===== config.mk =====
export PLATFORM = sky130hd
export DESIGN_NAME = optimal_page_replacement_flat
export DESIGN_NICKNAME = d
export VERILOG_FILES = /design/src/hw/rtl/opr_pkg.sv /design/src/hw/rtl/opr_if.sv /design/src/hw/rtl/optimal_page_replacement.sv /design/src/hw/rtl/opr_frame_table.sv /design/src/flat_wrapper.sv
export SDC_FILE = /design/constraint.sdc
export NUM_CORES = 1
export LEC_CHECK = 0
export BUFFER_PORTS_ARGS = -buffer_cell sky130_fd_sc_hd__buf_4
export CAP_MARGIN = 5
export CORE_ASPECT_RATIO = 1.75
export CORE_MARGIN = 2
export CORE_UTILIZATION = 56
export CTS_CLUSTER_SIZE = 20
export DETAILED_ROUTE_END_ITERATION = 16
export PLACE_DENSITY = 0.79
export SLEW_MARGIN = 20
export SYNTH_ARGS = -nofsm -noshare
export SYNTH_HDL_FRONTEND = slang
export SYNTH_SLANG_ARGS = --single-unit

===== constraint.sdc =====
create_clock -name clk -period 3.9 [get_ports clk]
set_input_delay 0.585 -clock clk [delete_from_list [all_inputs] [get_ports clk]]
set_output_delay 0.585 -clock clk [all_outputs]
set_load 0.02 [all_outputs]

===== src/hw/rtl/opr_pkg.sv =====
// Shared constants and control types for the optimal page replacement block.
`timescale 1ns / 1ps

package opr_pkg;

    localparam int DEF_MAX_REFS   = 32;
    localparam int DEF_NUM_FRAMES = 4;
    localparam int DEF_PAGE_BITS  = 16;

    // Configuration register: frames_in_use
    localparam int               CFG_W     = 3;
    localparam logic [CFG_W-1:0] CFG_RESET = 3'd3;

    // Fixed widths of the result word fields
    localparam int POS_W       = 5;
    localparam int FRAME_OUT_W = 2;
    localparam int TOTAL_W     = 6;

    // Commands from the replay sequencer to the frame table
    typedef struct packed {
        logic clear;       // empty all frames
        logic scan_clear;  // forget next-use marks before a scan
        logic scan_en;     // mark frames whose page matches the read word
        logic fill;        // load the victim frame with the faulting page
    } ft_ctrl_t;

    // Status from the frame table
    typedef struct packed {
        logic hit;         // compared page sits in an active frame
        logic all_found;   // every active frame has a next use marked
    } ft_stat_t;

endpackage


===== src/hw/rtl/opr_if.sv =====
// Valid/ready channel interfaces for reference input and result output words.
`timescale 1ns / 1ps

interface opr_in_if #(
    parameter int PAGE_BITS = opr_pkg::DEF_PAGE_BITS
);
    logic                 valid;
    logic                 ready;
    logic [PAGE_BITS-1:0] page;
    logic                 last_ref;

    modport source (output valid, output page, output last_ref, input ready);
    modport sink   (input valid, input page, input last_ref, output ready);
endinterface

interface opr_out_if #(
    parameter int PAGE_BITS = opr_pkg::DEF_PAGE_BITS
);
    logic                            valid;
    logic                            ready;
    logic [opr_pkg::POS_W-1:0]       position;
    logic [PAGE_BITS-1:0]            ref_page;
    logic                            fault;
    logic [opr_pkg::FRAME_OUT_W-1:0] frame_written;
    logic [opr_pkg::TOTAL_W-1:0]     fault_total;
    logic                            last_result;

    modport source (output valid, output position, output ref_page, output fault,
                    output frame_written, output fault_total, output last_result,
                    input ready);
    modport sink   (input valid, input position, input ref_page, input fault,
                    input frame_written, input fault_total, input last_result,
                    output ready);
endinterface


===== src/hw/rtl/optimal_page_replacement.sv =====
// Top level: reference string store and replay sequencer for optimal paging.
`timescale 1ns / 1ps

// Usage
//   refs    : input words {page, last_ref}, one per accepted handshake. Words
//             with last_ref low are stored in order; a word with last_ref high
//             is stored too and starts the replay. Words past MAX_REFS are
//             dropped, but last_ref on a dropped word still starts the replay.
//   results : one word per stored reference, in string order: position,
//             ref_page, fault, frame_written, fault_total, last_result.
//   cfg_we / cfg_wdata : write frames_in_use (0 acts as 1, values above
//             NUM_FRAMES act as NUM_FRAMES). Write only while idle.
// Timing
//   Loading takes one word per cycle. During replay refs.ready stays low.
//   A hit passes through memory read, compare and output load. A fault adds
//   a scan of the rest of the string, one stored word per cycle, and a frame
//   update. The scan stops early once every active frame has a next use
//   marked.
// Reset and stall
//   Reset empties the frames, clears the counts and sets frames_in_use to 3;
//   the reference memory holds no reset value and is read only where loaded.
//   A stalled receiver holds the sequencer with the result word in the output
//   register; refs is taken again once the final result has been loaded there.
module optimal_page_replacement #(
    parameter int MAX_REFS   = opr_pkg::DEF_MAX_REFS,
    parameter int NUM_FRAMES = opr_pkg::DEF_NUM_FRAMES,
    parameter int PAGE_BITS  = opr_pkg::DEF_PAGE_BITS
) (
    input  logic                      clk,
    input  logic                      rst_n,
    input  logic                      cfg_we,
    input  logic [opr_pkg::CFG_W-1:0] cfg_wdata,
    opr_in_if.sink                    refs,
    opr_out_if.source                 results
);

    localparam int ADDR_W      = $clog2(MAX_REFS);
    localparam int CNT_W       = $clog2(MAX_REFS + 1);
    localparam int FRAME_W     = (NUM_FRAMES > 1) ? $clog2(NUM_FRAMES) : 1;
    localparam int POS_W       = opr_pkg::POS_W;
    localparam int FRAME_OUT_W = opr_pkg::FRAME_OUT_W;
    localparam int TOTAL_W     = opr_pkg::TOTAL_W;
    localparam int CFG_W       = opr_pkg::CFG_W;

    typedef enum logic [2:0] {
        S_LOAD,   // take input words into the reference memory
        S_FETCH,  // read the reference at the replay position
        S_CHECK,  // compare it against the frames
        S_SCAN,   // walk the rest of the string for next uses
        S_PICK,   // load the victim frame
        S_PUT     // hand the result word to the output register
    } state_t;

    state_t               state_reg, state_next;
    logic [CFG_W-1:0]     cfg_reg;
    logic [CNT_W-1:0]     load_cnt_reg, load_cnt_next;
    logic [ADDR_W-1:0]    pos_reg, pos_next;
    logic [ADDR_W-1:0]    scan_reg, scan_next;
    logic [PAGE_BITS-1:0] pg_reg, pg_next;
    logic [CNT_W-1:0]     fault_cnt_reg, fault_cnt_next;
    logic                 res_fault_reg, res_fault_next;
    logic [FRAME_W-1:0]   res_frame_reg, res_frame_next;

    logic                   out_valid_reg, out_valid_next;
    logic [POS_W-1:0]       out_pos_reg, out_pos_next;
    logic [PAGE_BITS-1:0]   out_page_reg, out_page_next;
    logic                   out_fault_reg, out_fault_next;
    logic [FRAME_OUT_W-1:0] out_frame_reg, out_frame_next;
    logic [TOTAL_W-1:0]     out_total_reg, out_total_next;
    logic                   out_last_reg, out_last_next;

    // Reference memory, one write and one registered read port
    logic [PAGE_BITS-1:0] ref_mem [MAX_REFS];
    logic [PAGE_BITS-1:0] rd_data_reg;
    logic                 rd_en;
    logic [ADDR_W-1:0]    rd_addr;
    logic                 wr_en;

    opr_pkg::ft_ctrl_t     ft_ctrl;
    opr_pkg::ft_stat_t     ft_stat;
    logic [NUM_FRAMES-1:0] active;
    logic [FRAME_W-1:0]    hit_idx;
    logic [FRAME_W-1:0]    victim;
    logic                  last_pos;
    logic                  scan_more;

    // Frames that take part: frames_in_use clamped to 1..NUM_FRAMES
    always_comb
    begin
        for (int f = 0; f < NUM_FRAMES; f++)
        begin
            active[f] = (f == 0) || (f < int'(cfg_reg));
        end
    end

    opr_frame_table #(
        .NUM_FRAMES (NUM_FRAMES),
        .PAGE_BITS  (PAGE_BITS),
        .FRAME_W    (FRAME_W)
    ) u_frames (
        .clk       (clk),
        .rst_n     (rst_n),
        .ctrl      (ft_ctrl),
        .active    (active),
        .page      (rd_data_reg),
        .fill_page (pg_reg),
        .stat      (ft_stat),
        .hit_idx   (hit_idx),
        .victim    (victim)
    );

    assign last_pos  = (CNT_W'(pos_reg) + CNT_W'(1)) == load_cnt_reg;
    assign scan_more = (CNT_W'(scan_reg) + CNT_W'(1)) < load_cnt_reg;

    assign refs.ready = (state_reg == S_LOAD);

    always_comb
    begin
        state_next     = state_reg;
        load_cnt_next  = load_cnt_reg;
        pos_next       = pos_reg;
        scan_next      = scan_reg;
        pg_next        = pg_reg;
        fault_cnt_next = fault_cnt_reg;
        res_fault_next = res_fault_reg;
        res_frame_next = res_frame_reg;
        out_valid_next = out_valid_reg && !results.ready;
        out_pos_next   = out_pos_reg;
        out_page_next  = out_page_reg;
        out_fault_next = out_fault_reg;
        out_frame_next = out_frame_reg;
        out_total_next = out_total_reg;
        out_last_next  = out_last_reg;
        ft_ctrl        = '0;
        rd_en          = 1'b0;
        rd_addr        = pos_reg;
        wr_en          = 1'b0;

        unique case (state_reg)
            S_LOAD:
            begin
                if (refs.valid)
                begin
                    // drop words once the store is full
                    if (load_cnt_reg < CNT_W'(MAX_REFS))
                    begin
                        wr_en         = 1'b1;
                        load_cnt_next = load_cnt_reg + CNT_W'(1);
                    end
                    if (refs.last_ref)
                    begin
                        ft_ctrl.clear  = 1'b1;
                        fault_cnt_next = '0;
                        pos_next       = '0;
                        state_next     = S_FETCH;
                    end
                end
            end
            S_FETCH:
            begin
                rd_en      = 1'b1;
                rd_addr    = pos_reg;
                state_next = S_CHECK;
            end
            S_CHECK:
            begin
                pg_next = rd_data_reg;
                if (ft_stat.hit)
                begin
                    res_fault_next = 1'b0;
                    res_frame_next = hit_idx;
                    state_next     = S_PUT;
                end
                else
                begin
                    ft_ctrl.scan_clear = 1'b1;
                    scan_next          = pos_reg;
                    if ((CNT_W'(pos_reg) + CNT_W'(1)) < load_cnt_reg)
                    begin
                        rd_en      = 1'b1;
                        rd_addr    = pos_reg + ADDR_W'(1);
                        scan_next  = pos_reg + ADDR_W'(1);
                        state_next = S_SCAN;
                    end
                    else
                    begin
                        state_next = S_PICK;
                    end
                end
            end
            S_SCAN:
            begin
                // rd_data_reg holds the word at scan_reg
                ft_ctrl.scan_en = 1'b1;
                if (ft_stat.all_found || !scan_more)
                begin
                    state_next = S_PICK;
                end
                else
                begin
                    rd_en     = 1'b1;
                    rd_addr   = scan_reg + ADDR_W'(1);
                    scan_next = scan_reg + ADDR_W'(1);
                end
            end
            S_PICK:
            begin
                ft_ctrl.fill   = 1'b1;
                fault_cnt_next = fault_cnt_reg + CNT_W'(1);
                res_fault_next = 1'b1;
                res_frame_next = victim;
                state_next     = S_PUT;
            end
            S_PUT:
            begin
                if (!out_valid_reg || results.ready)
                begin
                    out_valid_next = 1'b1;
                    out_pos_next   = POS_W'(pos_reg);
                    out_page_next  = pg_reg;
                    out_fault_next = res_fault_reg;
                    out_frame_next = FRAME_OUT_W'(res_frame_reg);
                    out_total_next = TOTAL_W'(fault_cnt_reg);
                    out_last_next  = last_pos;
                    if (last_pos)
                    begin
                        load_cnt_next = '0;
                        state_next    = S_LOAD;
                    end
                    else
                    begin
                        pos_next   = pos_reg + ADDR_W'(1);
                        state_next = S_FETCH;
                    end
                end
            end
            default:
            begin
                state_next = S_LOAD;
            end
        endcase
    end

    always_ff @(posedge clk or negedge rst_n)
    begin
        if (!rst_n)
        begin
            state_reg     <= S_LOAD;
            cfg_reg       <= opr_pkg::CFG_RESET;
            load_cnt_reg  <= '0;
            pos_reg       <= '0;
            scan_reg      <= '0;
            pg_reg        <= '0;
            fault_cnt_reg <= '0;
            res_fault_reg <= 1'b0;
            res_frame_reg <= '0;
            out_valid_reg <= 1'b0;
            out_pos_reg   <= '0;
            out_page_reg  <= '0;
            out_fault_reg <= 1'b0;
            out_frame_reg <= '0;
            out_total_reg <= '0;
            out_last_reg  <= 1'b0;
        end
        else
        begin
            state_reg     <= state_next;
            if (cfg_we)
            begin
                cfg_reg <= cfg_wdata;
            end
            load_cnt_reg  <= load_cnt_next;
            pos_reg       <= pos_next;
            scan_reg      <= scan_next;
            pg_reg        <= pg_next;
            fault_cnt_reg <= fault_cnt_next;
            res_fault_reg <= res_fault_next;
            res_frame_reg <= res_frame_next;
            out_valid_reg <= out_valid_next;
            out_pos_reg   <= out_pos_next;
            out_page_reg  <= out_page_next;
            out_fault_reg <= out_fault_next;
            out_frame_reg <= out_frame_next;
            out_total_reg <= out_total_next;
            out_last_reg  <= out_last_next;
        end
    end

    always_ff @(posedge clk)
    begin
        if (wr_en)
        begin
            ref_mem[load_cnt_reg[ADDR_W-1:0]] <= refs.page;
        end
        if (rd_en)
        begin
            rd_data_reg <= ref_mem[rd_addr];
        end
    end

    assign results.valid         = out_valid_reg;
    assign results.position      = out_pos_reg;
    assign results.ref_page      = out_page_reg;
    assign results.fault         = out_fault_reg;
    assign results.frame_written = out_frame_reg;
    assign results.fault_total   = out_total_reg;
    assign results.last_result   = out_last_reg;

    // The scan never reads past the loaded string
    a_scan_in_range: assert property (@(posedge clk) disable iff (!rst_n)
        (state_reg == S_SCAN) |-> (CNT_W'(scan_reg) < load_cnt_reg))
        else $error("scan address beyond loaded string");

    // Faults so far never exceed references replayed so far
    a_fault_bound: assert property (@(posedge clk) disable iff (!rst_n)
        (state_reg == S_PUT) |-> (fault_cnt_reg <= (CNT_W'(pos_reg) + CNT_W'(1))))
        else $error("fault count exceeds replay position");

    // A hit goes straight to output and leaves the fault count alone
    a_hit_no_fault: assert property (@(posedge clk) disable iff (!rst_n)
        (state_reg == S_CHECK && ft_stat.hit) |=>
            (state_reg == S_PUT && $stable(fault_cnt_reg) && !res_fault_reg))
        else $error("hit handled as fault");

    // A pick always counts one fault
    a_pick_counts: assert property (@(posedge clk) disable iff (!rst_n)
        (state_reg == S_PICK) |=>
            (fault_cnt_reg == $past(fault_cnt_reg) + CNT_W'(1) && res_fault_reg))
        else $error("fault not counted on frame load");

endmodule


===== src/hw/rtl/opr_frame_table.sv =====
// Frame table: resident pages, hit compare, next-use marks and victim choice.
`timescale 1ns / 1ps

module opr_frame_table #(
    parameter int NUM_FRAMES = opr_pkg::DEF_NUM_FRAMES,
    parameter int PAGE_BITS  = opr_pkg::DEF_PAGE_BITS,
    parameter int FRAME_W    = (NUM_FRAMES > 1) ? $clog2(NUM_FRAMES) : 1
) (
    input  logic                  clk,
    input  logic                  rst_n,
    input  opr_pkg::ft_ctrl_t     ctrl,
    input  logic [NUM_FRAMES-1:0] active,
    input  logic [PAGE_BITS-1:0]  page,
    input  logic [PAGE_BITS-1:0]  fill_page,
    output opr_pkg::ft_stat_t     stat,
    output logic [FRAME_W-1:0]    hit_idx,
    output logic [FRAME_W-1:0]    victim
);

    logic [PAGE_BITS-1:0]  frame_page_reg [NUM_FRAMES];
    logic [NUM_FRAMES-1:0] valid_reg;
    logic [NUM_FRAMES-1:0] valid_next;
    logic [NUM_FRAMES-1:0] found_reg;
    logic [NUM_FRAMES-1:0] found_next;
    logic [FRAME_W-1:0]    last_reg;
    logic [FRAME_W-1:0]    last_next;

    logic [NUM_FRAMES-1:0] match;
    logic [NUM_FRAMES-1:0] fresh;
    logic [NUM_FRAMES-1:0] cand;
    logic [FRAME_W-1:0]    fresh_idx;
    logic [FRAME_W-1:0]    cand_idx;

    always_comb
    begin
        for (int f = 0; f < NUM_FRAMES; f++)
        begin
            match[f] = active[f] && valid_reg[f] && (frame_page_reg[f] == page);
        end
        fresh = match & ~found_reg;
        // found implies valid, so an unmarked active frame is furthest ahead
        cand  = active & ~found_reg;

        hit_idx   = '0;
        fresh_idx = '0;
        cand_idx  = '0;
        for (int f = NUM_FRAMES - 1; f >= 0; f--)
        begin
            if (match[f])
            begin
                hit_idx = FRAME_W'(f);
            end
            if (fresh[f])
            begin
                fresh_idx = FRAME_W'(f);
            end
            if (cand[f])
            begin
                cand_idx = FRAME_W'(f);
            end
        end

        stat.hit       = |match;
        stat.all_found = ((found_reg | fresh) & active) == active;
        victim         = (|cand) ? cand_idx : last_reg;

        valid_next = valid_reg;
        found_next = found_reg;
        last_next  = last_reg;
        if (ctrl.clear)
        begin
            valid_next = '0;
        end
        if (ctrl.scan_clear)
        begin
            found_next = '0;
            last_next  = '0;
        end
        else if (ctrl.scan_en && (|fresh))
        begin
            found_next = found_reg | fresh;
            last_next  = fresh_idx;
        end
        if (ctrl.fill)
        begin
            valid_next[victim] = 1'b1;
        end
    end

    always_ff @(posedge clk or negedge rst_n)
    begin
        if (!rst_n)
        begin
            valid_reg <= '0;
            found_reg <= '0;
            last_reg  <= '0;
        end
        else
        begin
            valid_reg <= valid_next;
            found_reg <= found_next;
            last_reg  <= last_next;
        end
    end

    always_ff @(posedge clk)
    begin
        if (ctrl.fill)
        begin
            frame_page_reg[victim] <= fill_page;
        end
    end

endmodule


===== src/flat_wrapper.sv =====
// flat-port wrapper written by rule: the top's interface ports become plain ports
module optimal_page_replacement_flat 
#(
    parameter int MAX_REFS   = opr_pkg::DEF_MAX_REFS,
    parameter int NUM_FRAMES = opr_pkg::DEF_NUM_FRAMES,
    parameter int PAGE_BITS  = opr_pkg::DEF_PAGE_BITS
)
  (clk, rst_n, cfg_we, cfg_wdata, refs_valid, refs_page, refs_last_ref, refs_ready, results_valid, results_position, results_ref_page, results_fault, results_frame_written, results_fault_total, results_last_result, results_ready);
  opr_in_if #(.PAGE_BITS(PAGE_BITS)) refs_i ();
  opr_out_if #(.PAGE_BITS(PAGE_BITS)) results_i ();
  input  logic clk;
  input  logic rst_n;
  input  logic cfg_we;
  input  logic [opr_pkg::CFG_W-1:0] cfg_wdata;
  input wire logic [$bits(refs_i.valid)-1:0] refs_valid;
  input wire logic [$bits(refs_i.page)-1:0] refs_page;
  input wire logic [$bits(refs_i.last_ref)-1:0] refs_last_ref;
  output wire logic [$bits(refs_i.ready)-1:0] refs_ready;
  output wire logic [$bits(results_i.valid)-1:0] results_valid;
  output wire logic [$bits(results_i.position)-1:0] results_position;
  output wire logic [$bits(results_i.ref_page)-1:0] results_ref_page;
  output wire logic [$bits(results_i.fault)-1:0] results_fault;
  output wire logic [$bits(results_i.frame_written)-1:0] results_frame_written;
  output wire logic [$bits(results_i.fault_total)-1:0] results_fault_total;
  output wire logic [$bits(results_i.last_result)-1:0] results_last_result;
  input wire logic [$bits(results_i.ready)-1:0] results_ready;
  assign refs_i.valid = refs_valid;
  assign refs_i.page = refs_page;
  assign refs_i.last_ref = refs_last_ref;
  assign refs_ready = refs_i.ready;
  assign results_valid = results_i.valid;
  assign results_position = results_i.position;
  assign results_ref_page = results_i.ref_page;
  assign results_fault = results_i.fault;
  assign results_frame_written = results_i.frame_written;
  assign results_fault_total = results_i.fault_total;
  assign results_last_result = results_i.last_result;
  assign results_i.ready = results_ready;
  optimal_page_replacement #(.MAX_REFS(MAX_REFS), .NUM_FRAMES(NUM_FRAMES), .PAGE_BITS(PAGE_BITS)) u_core (.clk(clk), .rst_n(rst_n), .cfg_we(cfg_we), .cfg_wdata(cfg_wdata), .refs(refs_i), .results(results_i));
endmodule

==> results.py, run 1 <==
metrics = {
    "status": {
        "status": "finished, violations left",
        "failed_checks": "setup timing",
    },
    "clock_network": {
        "insertion_delay_ns": 0.63,
        "cts_tree": "done",
        "cts_hold_buf": 0,
        "htree_levels": 2,
        "clock_path_buffers": 3,
        "path_clk_slew_ns": 0.07,
        "root_buffer": "clkbuf_16",
        "cts_buffers": 56,
        "cts.sinks": 681,
    },
    "synthesis": {
        "synth.distinct_cells": 79,
        "avgSynthCellArea_sq_um": 13.8,
        "synthCells": 2032,
        "postSynthNetCount": 2075,
        "synth_edf_count": 592,
        "synth.cell_area_sq_mm": 0.0281,
        "async_flop_share_pct": 13.1,
        "synth_seq_cells": 681,
        "ys_warn_count": 0,
        "synth-main-ff-cell": "edfxtp_1",
        "yosysSeqAreaShare_pct": 71.3,
    },
    "floorplanning": {
        "core_sq_mm": 0.0496,
        "die-area_sq_mm": 0.0520,
        "dieHeight_microns": 300,
        "io_pins": 58,
        "die_x_microns": 173,
        "start_util_pct": 56.6,
        "rows": 108,
    },
    "setup_path": {
        "crit_required_ns": 4.26,
        "worstSetupEndpointType": "flop",
        "slowest_stage": "or4_1",
        "crit_type": "reg -> reg",
        "cp_cell_sequence": "buf_4 -> buf_4 -> xor2_1 -> nor2_1 -> nor4bb_2 -> a2bb2o_1 -> buf_12 -> nor4_4 -> mux2_4 -> a31oi_4 -> o211a_4 -> buf_4 -> mux2i_1 -> a22o_1 -> or4_1",
        "cp.arrival_ns": 4.47,
        "crit_top_cell": "buf_4",
        "cpPeakStageDelay_ns": 0.50,
        "critPathLaunchType": "flop",
        "crit_fanout": 5,
    },
    "flow_run": {
        "cap_viol_max_count": 0,
    },
    "power": {
        "power_switching_w": 0.00886,
        "combPwrFrac_pct": 42.8,
        "p_leak_nw": 12.6,
        "peakVddDrop_uv": 549,
        "p_int_w": 0.0162,
        "p_sw_share_pct": 35.4,
        "pwr-share-seq_pct": 34.7,
        "pwr_density_cell_mw_per_mm2": 753,
        "pwr-share-clk_pct": 22.5,
    },
    "layout": {
        "largest_reg_flops": 512,
        "layout_common_cells": "edfxtp_1 (592), nand2_1 (472), buf_4 (258)",
        "final-seq-area_sq_mm": 0.0200,
        "nets": 2321,
        "area_growth_syn_to_layout_pct": 18.4,
        "nFillCells": 3195,
        "multi_input_area_sq_mm": 0.00766,
        "layout_commonest_cell": "edfxtp_1",
        "n_antenna_cell": 0,
        "layout-drive-gt1-share_pct": 20.0,
    },
    "sta": {
        "finalHoldViolations": 0,
        "timing.final.max_slew_violations": 0,
        "fin_crit_sh_pct": 105,
        "final.min_clock_period_ns": 4.11,
        "rsz0062_at_grt": "yes",
        "slew_headroom_pct": 34.9,
        "fin_ws_ns": -0.214,
        "skew_ns": 0.0418,
        "whs_ns": 0.145,
        "fmax_mhz": 243,
        "setup_viol": 16,
        "worst_pin_slew_ns": 0.976,
        "setup_tns_ns": -2.09,
    },
    "detailed_routing": {
        "first_pass_iters": 6,
        "via_per_inst": 6.11,
        "drc": 0,
        "ant_nets": 0,
        "drt-total-wl_microns": 72400,
        "vias": 18200,
        "drt_iter0_markers": 1750,
        "routedWlPerCell_microns": 24.3,
    },
    "min_path": {
        "holdCritPathClass": "in -> async",
    },
    "place": {
        "hpwl_microns": 46800,
        "port_buffers": 57,
        "gp_congestion": 0.913,
    },
    "grt": {
        "grt_pass1_wl_microns": 110000,
        "grt_usage_pct": 27.9,
        "antenna_found_initial": 0,
        "grt_max_degree": 74,
        "grt_overflow": 0,
        "grt_pass1_vias": 18800,
    },
}
## routing by layer
layer	global-route usage [%]	part of all wire, %	routed length, microns	up-vias
li1	-	-	-	7945
met1	30.7	33	24000	8961
met2	50.0	53	38200	1035
met3	4.08	7.1	5120	282
met4	18.3	6.9	4980	0
met5	0	0	0	-
## cell families (layout without fill, tap and decap cells)
kind of cell	Yosys count	count (layout)	synth area share, %
and+or+nand+nor	803	803	12.8
DFF	681	681	71.3
adders and majority gates	18	18	0.803
buffers and inverters	130	421	2.39
AOI/OAI and AO/OA	158	159	4.38
muxes	161	161	5.79
xor gates and xnor gates	81	81	2.53
## cell type report
| type | instances | share of cell area [%] |
|---|---|---|
| flip-flops and latches | 681 | 60.2 |
| multi-input cells | 1222 | 23.1 |
| repair buffers | 303 | 8.50 |
| clock buffers | 70 | 4.60 |
| well taps | 660 | 2.49 |
| clock inverters | 34 | 0.975 |
| inverters | 14 | 0.158 |
## worst max-delay path, delay by kind of cell, from the launching register on
kind	cells	cell delay, ns
mux	2	0.43
simple gates	4	1.08
xor+xnor	1	0.24
buf+inv	4	0.65
flops	1	0.39
compound gates	4	1.04
## power groups by stage
stage / sequential, W / combinational (W) / clock, W
2_1_floorplan: 0.00865 / 0.00580 / 0
3_3_place_gp: 0.00883 / 0.00876 / 0
3_5_place_dp: 0.00885 / 0.00902 / 0
4_1_cts: 0.00866 / 0.0104 / 0.00568
5_1_grt: 0.00870 / 0.0113 / 0.00596
6_report: 0.00867 / 0.0107 / 0.00563
## synth_stat cells, types with 4 or more instances
cell type	n	share of area, %
edfxtp_1	592	63
nand2_1	473	6.3
mux2i_1	153	5.5
nand3_1	122	2.2
dfrtp_1	87	7.8
nor2_1	80	1.1
nand4_1	70	1.6
clkbuf_1	49	0.66
a32oi_1	45	1.4
xnor2_1	45	1.4
buf_2	36	0.64
xor2_1	36	1.1
o21ai_0	21	0.37
a21oi_1	18	0.32
a31oi_1	18	0.40
ha_1	18	0.80
buf_4	17	0.45
inv_1	13	0.17
a21o_1	10	0.27
buf_6	9	0.36
nand2b_1	8	0.18
nor2b_1	8	0.18
nor3_1	8	0.14
nor4_1	8	0.18
mux2_2	7	0.28
and2_1	4	0.089
nor4_4	4	0.30
## metrics by stage
step	instances	total power, W	cell area, sq um	util, %	worst slack (ns)
floorplan	2032	0.0144	28100	-	0.0110
global placement	2848	0.0176	30600	61.8	-0.249
detailed placement	2848	0.0179	30600	61.8	-0.372
CTS	2982	0.0247	33200	66.9	-0.119
global route	2984	0.0259	33200	67.0	-0.357
finish	2984	0.0250	33200	67.0	-0.214
## path summary, 6_finish.rpt
| check | startpoint | end | slack (ns) | cells after the start |
|---|---|---|---|---|
| max in group asynchronous | rst_n | u_core.pg_reg[0] | 3.03 | 2 |
| setup reg to reg | u_core.rd_data_reg[4] | u_core.rd_data_reg[14] | -0.21 | 15 |
| hold / removal | rst_n | u_core.results.fault_total[0] | 0.14 | 1 |
| min in group clk | cfg_wdata[0] | u_core.cfg_reg[0] | 0.22 | 2 |
| setup / recovery | u_core.rd_data_reg[4] | u_core.rd_data_reg[14] | -0.21 | 15 |
| hold reg to reg | u_core.results.ref_page[7] | u_core.results.ref_page[7] | 0.48 | 2 |
## what timing repair did
| action | in CTS | in global routing |
|---|---|---|
| endpoints found under the hold margin | 0 | 0 |
| pin swaps | 27 | 5 |
| gates resized for setup | 48 | 8 |
| gates cloned | 8 | 0 |
| buffers inserted | 22 | 2 |
| setup endpoints to repair | 16 | 16 |
Note: power is estimated with default switching activity, not from simulation.
==> inputs of run 2 (changes only) <==
Clock period 3.9 ns to 3.64 ns, I/O delays scaled along.
==> run 2 against run 1 <==
  * Register-to-register slack worse by 0.33 ns
  * Combinational power up 17%
  * Via count up 1.7%
  * Sequential share of layout area down 1.3 points
  * Flip-flop and latch count unchanged
  * Cell count up 0.27%
  * Setup slack worse by 0.33 ns
  * Sequential power up 7.0%
  * Largest cell class unchanged
  * The run still ends with setup timing left
  * Largest power group unchanged
  * Clock-buffer cell count down 6
  * Total power up 13%
  * Wire length up 4.9%
==> results.py, run 2 (synthesis gave the netlist of run 1 again) <==
metrics = {
    "setup_path": {
        "reg2reg_depth": 15,
        "r2r_setup_slack_ns": -0.54,
        "crit_type": "reg -> reg",
        "crit_fanout": 4,
        "crit_required_ns": 3.98,
        "r2r_start": "u_core.pos_reg[1]",
        "critPathLaunchType": "flop",
        "worstSetupEndpointType": "flop",
        "cp.arrival_ns": 4.52,
        "r2r-end": "u_core.rd_data_reg[14]",
    },
    "sta": {
        "rsz0062_at_grt": "yes",
        "skew_ns": 0.0150,
        "slew_headroom_pct": 45.6,
        "fmax_mhz": 239,
        "final.min_clock_period_ns": 4.18,
        "fin_crit_sh_pct": 115,
        "timing.final.max_slew_violations": 0,
        "setup_viol": 16,
        "fin_ws_ns": -0.545,
        "finalHoldViolations": 0,
        "worst_pin_slew_ns": 0.816,
    },
    "power": {
        "p_leak_nw": 12.7,
        "peakVddDrop_uv": 576,
        "combPwrFrac_pct": 44.3,
        "pwr_density_cell_mw_per_mm2": 832,
        "pwr-share-seq_pct": 32.9,
        "p_int_w": 0.0181,
        "p_sw_share_pct": 35.8,
        "power_switching_w": 0.0101,
        "pwr-share-clk_pct": 22.8,
    },
    "clock_network": {
        "cts_buffers": 56,
        "root_buffer": "clkbuf_16",
        "path_clk_slew_ns": 0.07,
        "insertion_delay_ns": 0.61,
        "clock_path_buffers": 3,
        "htree_levels": 2,
        "cts_tree": "done",
        "cts.sinks": 681,
    },
    "layout": {
        "nets": 2331,
        "largest_reg_flops": 512,
        "final_area_sq_mm": 0.0339,
        "n_antenna_cell": 0,
        "layout-drive-gt1-share_pct": 22.9,
        "area_growth_syn_to_layout_pct": 20.9,
        "multi_input_area_sq_mm": 0.00805,
        "nFillCells": 3020,
        "layout_commonest_cell": "edfxtp_1",
        "final-seq-area_sq_mm": 0.0200,
        "layout_common_cells": "edfxtp_1 (592), nand2_1 (469), buf_4 (258)",
    },
    "grt": {
        "grt_pass1_vias": 18900,
        "grt_max_degree": 65,
        "grt_overflow": 0,
        "grt_pass1_wl_microns": 112000,
        "grt_usage_pct": 28.5,
        "antenna_found_initial": 0,
    },
    "floorplanning": {
        "die-area_sq_mm": 0.0520,
        "io_pins": 58,
        "core_sq_mm": 0.0496,
        "die_x_microns": 173,
        "rows": 108,
        "start_util_pct": 56.6,
        "dieHeight_microns": 300,
    },
    "detailed_routing": {
        "ant_nets": 0,
        "drt_iter0_markers": 2100,
        "drt-total-wl_microns": 75900,
        "vias": 18500,
        "first_pass_iters": 6,
        "via_per_inst": 6.19,
        "routedWlPerCell_microns": 25.4,
        "drc": 0,
    },
    "place": {
        "port_buffers": 57,
        "dp_slack_ns": -0.834,
        "hpwl_microns": 46300,
        "gp_congestion": 0.894,
        "place_area_sq_mm": 0.0306,
    },
    "status": {
        "failed_checks": "setup timing",
        "status": "finished, violations left",
    },
    "flow_run": {
        "cap_viol_max_count": 0,
    },
    "min_path": {
        "holdCritPathClass": "in -> async",
    },
}
-- run 2: cell count changes in the layout (fill, tap and decap cells not counted), moves of 4 or more --
| cell | delta |
|---|---|
| mux2i_1 | -18 |
| bufinv_16 | +8 |
| a32oi_1 | -11 |
| clkinvlp_4 | +4 |
| buf_16 | +6 |
| a32oi_2 | +11 |
| nand3_1 | -14 |
| nand3_2 | +12 |
| mux2i_2 | +16 |
-- run 2: worst max-delay path by stage --
stage,startpoint,end
3_3_place_gp,u_core.pos_reg[0],u_core.rd_data_reg[0]
5_1_grt,u_core.pos_reg[1],u_core.rd_data_reg[14]
3_5_place_dp,u_core.pos_reg[0],u_core.rd_data_reg[0]
4_1_cts,u_core.pos_reg[1],u_core.rd_data_reg[6]
2_1_floorplan,u_core.pos_reg[0],u_core.rd_data_reg[14]
6_report,u_core.pos_reg[1],u_core.rd_data_reg[14]
-- run 2: what timing repair did --
action,in CTS,in global routing
hold buffers,0,0
pin swaps,42,25
setup endpoints to repair,16,16
cloned,8,3
resized for setup,86,52
buffers inserted,25,12
-- run 2: worst max-delay path: stages, from the launching register on --
cell and delay [ns]:
dfrtp_2 0.44, ha_4 0.19, nand3_4 0.09, xnor2_2 0.15, ha_1 0.28, a21o_1 0.19
a221o_2 0.43, nor4_4 0.22, mux2_4 0.34, a31oi_4 0.18, o211ai_1 0.27, buf_4 0.24
nor2_2 0.07, a221o_1 0.20, a21oi_1 0.08, or4_4 0.53
-- run 2: stage by stage --
stage / util [%] / setup TNS [ns] / instances / hold slack, ns / power [W]
global placement: 61.7 / -8.97 / 2842 / 0.449 / 0.0187
finish: 68.4 / -7.12 / 2992 / 0.0333 / 0.0282
detailed placement: 61.7 / -10.90 / 2842 / 0.460 / 0.0190
floorplan: - / -2.76 / 2032 / 0.250 / 0.0155
CTS: 67.5 / -6.30 / 2977 / 0.0561 / 0.0271
global route: 68.4 / -8.97 / 2992 / 0.105 / 0.0292
-- run 2: power by group through the flow --
stage	Sequential [W]	Combinational (W)	Clock (W)
floorplan	0.00927	0.00625	0
global placement	0.00942	0.00929	0
detailed placement	0.00944	0.00959	0
CTS	0.00926	0.0114	0.00648
global route	0.00930	0.0131	0.00677
finish	0.00928	0.0125	0.00645
-- run 2: area by class of cell --
class                   count  area share (%)
multi-input cells        1221            23.7
inverters                  14           0.155
well taps                 660            2.43
clock buffers              64            4.22
flip-flops and latches    681            59.0
clock inverters            38            1.55
repair buffers            314            8.97
-- run 2: layer usage --
metal / vias to the layer above / GRT usage, % / part of all wire, %
li1: 7967 / - / -
met1: 9102 / 30.5 / 32
met2: 1176 / 52.5 / 54
met3: 284 / 4.30 / 7.7
met4: 0 / 17.7 / 6.2
met5: - / 0 / 0
